==> src/sv/psfr_pkg.sv <==
// Package: shared constants, types and command codes for the swing-foot reference block
package psfr_pkg;

  localparam int TableDepthDefault = 32;
  localparam int PhaseW            = 5;
  localparam int PosW              = 32;
  localparam int TimeW             = 32;
  localparam int HeightW           = 20;
  localparam int DurW              = 24;
  localparam int PeriodW           = 25;
  localparam int RateW             = 17;
  localparam int CfgIdxW           = 3;
  localparam int CfgDataW          = 32;

  localparam logic CMD_QUERY = 1'b0;
  localparam logic CMD_LOAD  = 1'b1;

  localparam logic [CfgIdxW-1:0] REG_SWING_HEIGHT = 3'd0;
  localparam logic [CfgIdxW-1:0] REG_START_TIME   = 3'd1;
  localparam logic [CfgIdxW-1:0] REG_SWING_DUR    = 3'd2;
  localparam logic [CfgIdxW-1:0] REG_STANCE_DUR   = 3'd3;
  localparam logic [CfgIdxW-1:0] REG_PHASES       = 3'd4;

  localparam logic [RateW-1:0] RATE_ONE  = 17'h10000;
  localparam logic [RateW-1:0] RATE_HALF = 17'h08000;

  // Controller -> datapath commands
  typedef struct packed {
    logic capture;    // latch query phase and time
    logic rem_start;  // begin dt mod period
    logic rem_step;   // one remainder iteration
    logic rate_start; // begin (rem<<16)/swing
    logic rate_step;  // one quotient iteration
    logic rd_issue;   // read table at this phase
    logic rd_next;    // read table at next phase
    logic lat_a;      // latch phase entry
    logic lat_b;      // latch next entry
    logic mul_step;   // one blend / bump stage
    logic out_load;   // load result register
    logic out_zero;   // result is inactive
    logic out_err;    // result is index error
  } psfr_cmd_t;

  // Datapath -> controller status
  typedef struct packed {
    logic after_start;
    logic range_err;
    logic contact;
  } psfr_sts_t;

endpackage

==> src/sv/psfr_ctrl.sv <==
// Controller: sequences load, range check, table reads, two divides and the blend
module psfr_ctrl (
  input  logic                clk,
  input  logic                rst_n,
  input  logic                in_valid,
  input  logic                in_command,
  output logic                in_ready,
  output logic                out_valid,
  input  logic                out_ready,
  output logic                load_we,
  output psfr_pkg::psfr_cmd_t cmd,
  input  psfr_pkg::psfr_sts_t sts
);
  import psfr_pkg::*;

  localparam logic [3:0] S_IDLE  = 4'd0;
  localparam logic [3:0] S_CHECK = 4'd1;
  localparam logic [3:0] S_RDA   = 4'd2;
  localparam logic [3:0] S_RDB   = 4'd3;
  localparam logic [3:0] S_LATB  = 4'd4;
  localparam logic [3:0] S_REM   = 4'd5;
  localparam logic [3:0] S_RATE  = 4'd6;
  localparam logic [3:0] S_MUL   = 4'd7;
  localparam logic [3:0] S_DONE  = 4'd8;

  localparam logic [5:0] REM_STEPS  = 6'd32;
  localparam logic [5:0] RATE_STEPS = 6'd41;
  localparam logic [5:0] MUL_STEPS  = 6'd6;

  logic [3:0] state_r, state_nxt;
  logic [5:0] cnt_r, cnt_nxt;
  logic       ovalid_r, ovalid_nxt;
  logic       take;

  assign in_ready  = (state_r == S_IDLE) && !ovalid_r;
  assign out_valid = ovalid_r;
  assign take      = in_valid && in_ready;
  assign load_we   = take && (in_command == CMD_LOAD);

  always_comb begin
    state_nxt  = state_r;
    cnt_nxt    = cnt_r;
    ovalid_nxt = ovalid_r && !out_ready;
    cmd        = '0;
    case (state_r)
      S_IDLE: begin
        if (take && in_command == CMD_QUERY) begin
          cmd.capture = 1'b1;
          state_nxt   = S_CHECK;
        end
      end
      S_CHECK: begin
        if (!sts.after_start) begin
          cmd.out_load = 1'b1; cmd.out_zero = 1'b1; state_nxt = S_DONE;
        end else if (sts.range_err) begin
          cmd.out_load = 1'b1; cmd.out_err = 1'b1; state_nxt = S_DONE;
        end else begin
          cmd.rd_issue = 1'b1; state_nxt = S_RDA;
        end
      end
      S_RDA: begin
        cmd.rd_next = 1'b1; cmd.lat_a = 1'b1; state_nxt = S_RDB;
      end
      S_RDB: begin
        cmd.lat_b = 1'b1; state_nxt = S_LATB;
      end
      S_LATB: begin
        if (sts.contact) begin
          cmd.out_load = 1'b1; cmd.out_zero = 1'b1; state_nxt = S_DONE;
        end else begin
          cmd.rem_start = 1'b1; cnt_nxt = '0; state_nxt = S_REM;
        end
      end
      S_REM: begin
        if (cnt_r == REM_STEPS) begin
          cmd.rate_start = 1'b1; cnt_nxt = '0; state_nxt = S_RATE;
        end else begin
          cmd.rem_step = 1'b1; cnt_nxt = cnt_r + 6'd1;
        end
      end
      S_RATE: begin
        if (cnt_r == RATE_STEPS) begin
          cnt_nxt = '0; state_nxt = S_MUL;
        end else begin
          cmd.rate_step = 1'b1; cnt_nxt = cnt_r + 6'd1;
        end
      end
      S_MUL: begin
        if (cnt_r == MUL_STEPS) begin
          cmd.out_load = 1'b1; state_nxt = S_DONE;
        end else begin
          cmd.mul_step = 1'b1; cnt_nxt = cnt_r + 6'd1;
        end
      end
      S_DONE: begin
        ovalid_nxt = 1'b1; state_nxt = S_IDLE;
      end
      default: state_nxt = S_IDLE;
    endcase
  end

  always_ff @(posedge clk) begin
    if (!rst_n) begin
      state_r  <= S_IDLE;
      cnt_r    <= '0;
      ovalid_r <= 1'b0;
    end else begin
      state_r  <= state_nxt;
      cnt_r    <= cnt_nxt;
      ovalid_r <= ovalid_nxt;
    end
  end
endmodule

==> config.mk <==
export PLATFORM = sky130hd
export DESIGN_NAME = psfr_ctrl
export DESIGN_NICKNAME = d
export VERILOG_FILES = /design/src/sv/psfr_pkg.sv /design/src/sv/psfr_ctrl.sv
export SDC_FILE = /design/constraint.sdc
export NUM_CORES = 1
export LEC_CHECK = 0
export BUFFER_PORTS_ARGS = -buffer_cell sky130_fd_sc_hd__buf_2
export CORE_MARGIN = 3
export CORE_UTILIZATION = 50
export DETAILED_ROUTE_END_ITERATION = 10
export MAX_ROUTING_LAYER = met4
export PLACE_DENSITY = 0.77
export SLEW_MARGIN = 20
export SYNTH_ARGS = -nofsm -noshare
export SYNTH_HDL_FRONTEND = slang
export SYNTH_SLANG_ARGS = --single-unit
==> constraint.sdc <==
create_clock -name clk -period 2.35 [get_ports clk]
set_clock_uncertainty 0.1 [all_clocks]
set_input_delay 0.3525 -clock clk [delete_from_list [all_inputs] [get_ports clk]]
set_output_delay 0.3525 -clock clk [all_outputs]
set_load 0.01 [all_outputs]
==> key figures <==
Power
  • Maximum VDD drop: between 0.3 and 0.4 mV
  • Tot Pwr: ~0.40 mW
  • Static Leakage: 0.5116 nW
  • Power per cell area: just under 400 nW/um^2

Floorplan
  • Core area: roughly 1600 um^2
  • Die Span Y: between 40 and 50 um
  • Initial Util: 0.5524
  • Die area: roughly 2300 um^2
  • Top Ports: 24
  • Die Wd: roughly 48 um
  • Core Rows: 14

Logic synthesis
  • Post-synthesis cell count: approximately 120
  • Top FF cell, synth: dfxtp_1
  • Yosys warnings: 0
  • Yosys reg bits: 11
  • Number of enable flip-flop cells after synthesis: 0
  • Mapped Nets: 134
  • Mapped cell area: 870.8 um^2
  • Count of cell types in the netlist: 36
  • Avg Inst Size Synth: between 7 and 8 um^2
  • FFs w/ async S/R, synth: 0
  • Register area share after synthesis: 0.2529

Global route
  • Antenna violations before repair: 0
  • Vias in the first global route: a little under 900
  • GRT Residual Overflow: 0
  • Largest net degree at the start of global routing: 23
  • Gr usage total: 0.2459
  • Global-route wire length before repair: 3.836 mm

STA
  • Period Utilization, post-route: 0.9536
  • Final setup fails: 0
  • Fmax: about 450 MHz
  • Slew Limit Fails: 0
  • Setup WS post-layout: approximately 110 ps
  • Fin. Hold Viols: 0
  • Setup_tns: 0 ps
  • RSZ-0062 raised after global routing: no
  • Minimum clock period: around 2200 ps
  • Actual slew at the worst max-slew pin: roughly 640 ps
  • Rel. slew slack: 0.5760

Setup path
  • Reg-to-reg critical path endpoint: cnt_r[4]$_SDFFE_PN0P_
  • Setup crit start kind: register
  • CP endpoint kind: primary output
  • Worst reg-to-reg path cell count: 5
  • Worst r2r src: cnt_r[5]$_SDFFE_PN0P_
  • Critical path cell sequence: inv_1 > ha_1 > nor2b_4 > and2_4 > and3_1 > nand2_1 > a21oi_1 > buf_2
  • Worst EP required: ~1900 ps
  • WP buf/inv: 2
  • Data arrival time of the worst path: roughly 1800 ps
  • R2r setup slk: 200 ps
  • Worst setup startpoint: cnt_r[0]$_SDFFE_PN0P_
  • CP top delay family: simple AND/OR/NAND/NOR gates
  • Crit-path max FO: 6
  • Max stage delay on crit path: approximately 360 ps
  • CP max stage cell: dfxtp_2
  • Setup CP Type: register to primary output

Job
  • Max Cap Viol: 0

Clocking
  • Clk_lat worst skew: around 280 ps
  • CTS tree: done
  • CTS hold repair buffers: 0
  • Clk sinks: 11
  • CTS H-Tree Depth: 1
  • Clock Tree Buf Depth: 2
  • Clk slew on worst S/H paths: approximately 80 ps
  • Post CTS Setup Buffer Count: 0
  • CTS root buf: clkbuf_4
  • Num CTS Buffers: 3

Finish
  • Nets: approximately 160
  • Multi-input gate area: ~620 um^2
  • Fraction of layout cells with a size suffix above 1: 0.2276
  • Layout fillers: about 150
  • Diode count: 0
  • Reg area: ~220 um^2
  • Layout area overhead: 18.68%
  • Post-Layout Cell Count: roughly 160

Detailed routing
  • Antenna Nets Post-Route: 0
  • Final wirelength: about 2.4 mm
  • DR vias: roughly 970
  • DRC viols: 0
  • Starting DRT DRC Count: 26
  • Vias per inst: approximately 6
  • Wire length per cell: approximately 15 um
  • Drt pass-1 iters: 4

Min path
  • Hold Path Depth: 3
  • Hold Path End: out_valid$_SDFF_PN0_
  • Hold Crit Class: input pin to register
  • Min-delay src: out_ready

Place
  • Port Buffers: 23
  • GPL Wtd Cong: 0.9219
  • Place WS: about 250 ps
  • Placed cell count: approximately 160
  • Detailed placer's ending HPWL: about 1.7 mm

Status
  • Status: complete, no violations
## synthesized netlist by cell type (3+ instances only)
library cell	count	share of area
nand2_1	10	0.043
and2_1	3	0.022
nor4_1	4	0.029
nand3_1	6	0.034
inv_1	6	0.026
o21ai_0	5	0.029
nand2b_1	7	0.050
ha_1	4	0.057
nor2_1	17	0.073
nor3_1	5	0.029
dfxtp_1	11	0.25
clkbuf_1	4	0.017
and3_1	3	0.022
a21oi_1	6	0.034
a22o_1	4	0.040
## cells by family (layout without fill, tap and decap cells)
| group | Yosys count | count (layout) | synth area share |
|---|---|---|---|
| AOI/OAI and AO/OA | 28 | 28 | 0.2184 |
| adders and majority gates | 4 | 4 | 0.05747 |
| buffers and inverters | 11 | 34 | 0.05172 |
| DFF | 11 | 11 | 0.2529 |
| and+or+nand+nor | 68 | 68 | 0.4196 |
## worst register-to-register path: stages (launching register included)
cell and delay, ps:
dfxtp_1 400, or3b_4 440, or3_1 350, a41o_1 320
and2_4 200, a211o_1 240
## power by group
part,internal (mW),switching [mW]
Clock,0.0659,0.0747
Sequential,0.189,0.0102
Combinational,0.0255,0.0349
## placed cells by master, fill, tap and decap left out, types with 2 or more instances in the layout
| cell type | n |
|---|---|
| inv_1 | 6 |
| a21oi_1 | 6 |
| nor2_1 | 17 |
| o31ai_1 | 2 |
| and2_4 | 2 |
| o22ai_1 | 2 |
| and2_1 | 2 |
| nand3_1 | 6 |
| nand2_1 | 10 |
| a211oi_1 | 2 |
| nor4_1 | 4 |
| dfxtp_1 | 10 |
| a22o_1 | 4 |
| nand2b_1 | 7 |
| and4_1 | 2 |
| o21ai_0 | 5 |
| nor3_1 | 5 |
| clkbuf_4 | 3 |
| ha_1 | 4 |
| a21o_1 | 2 |
| buf_2 | 23 |
| and3_1 | 3 |
## what timing repair did
action,CTS,global route
resized for setup,0,5
endpoints found under the hold margin,0,0
endpoints found under the setup margin,0,1
## registers in the layout (all words and copies together), names as in the netlist
signal,count
cnt_r,6
out_valid,1
state_r,4
## stage by stage
stage / hold slack, ps / utilization / area (um^2)
2_1_floorplan: 379.9 / - / 870.8
3_3_place_gp: 379.6 / 0.6286 / 991.0
3_5_place_dp: 405.3 / 0.6286 / 991.0
4_1_cts: 246.2 / 0.6452 / 1017
5_1_grt: 249.3 / 0.6556 / 1033
6_report: 250.1 / 0.6556 / 1033
## area by class of cell
type                    instances  share of cell area
multi-input cells             100              0.6005
repair buffers                 24              0.1186
flip-flops and latches         11              0.2143
well taps                      16             0.01937
clock buffers                   4             0.02542
inverters                       6             0.02179
## per-layer routing
| metal | up-vias | part of all wire | GRT usage |
|---|---|---|---|
| met3 | 4 | 0.056 | 0.07895 |
| li1 | 488 | - | - |
| met5 | - | 0 | - |
| met4 | 0 | 0.012 | 0.07527 |
| met2 | 28 | 0.48 | 0.3931 |
| met1 | 453 | 0.46 | 0.2915 |
## how the worst max path moves through the flow
| stage | slack [ps] | endpoint | depth (start not counted) |
|---|---|---|---|
| CTS | 6 | cmd[2] | 8 |
| floorplan | 360 | cnt_r[4]$_SDFFE_PN0P_ | 5 |
| global route | 5 | cmd[2] | 6 |
| detailed placement | 250 | cnt_r[4]$_SDFFE_PN0P_ | 5 |
| finish | 110 | cmd[2] | 8 |
| global placement | 300 | cnt_r[4]$_SDFFE_PN0P_ | 5 |
Note: power is estimated with default switching activity, not from simulation.
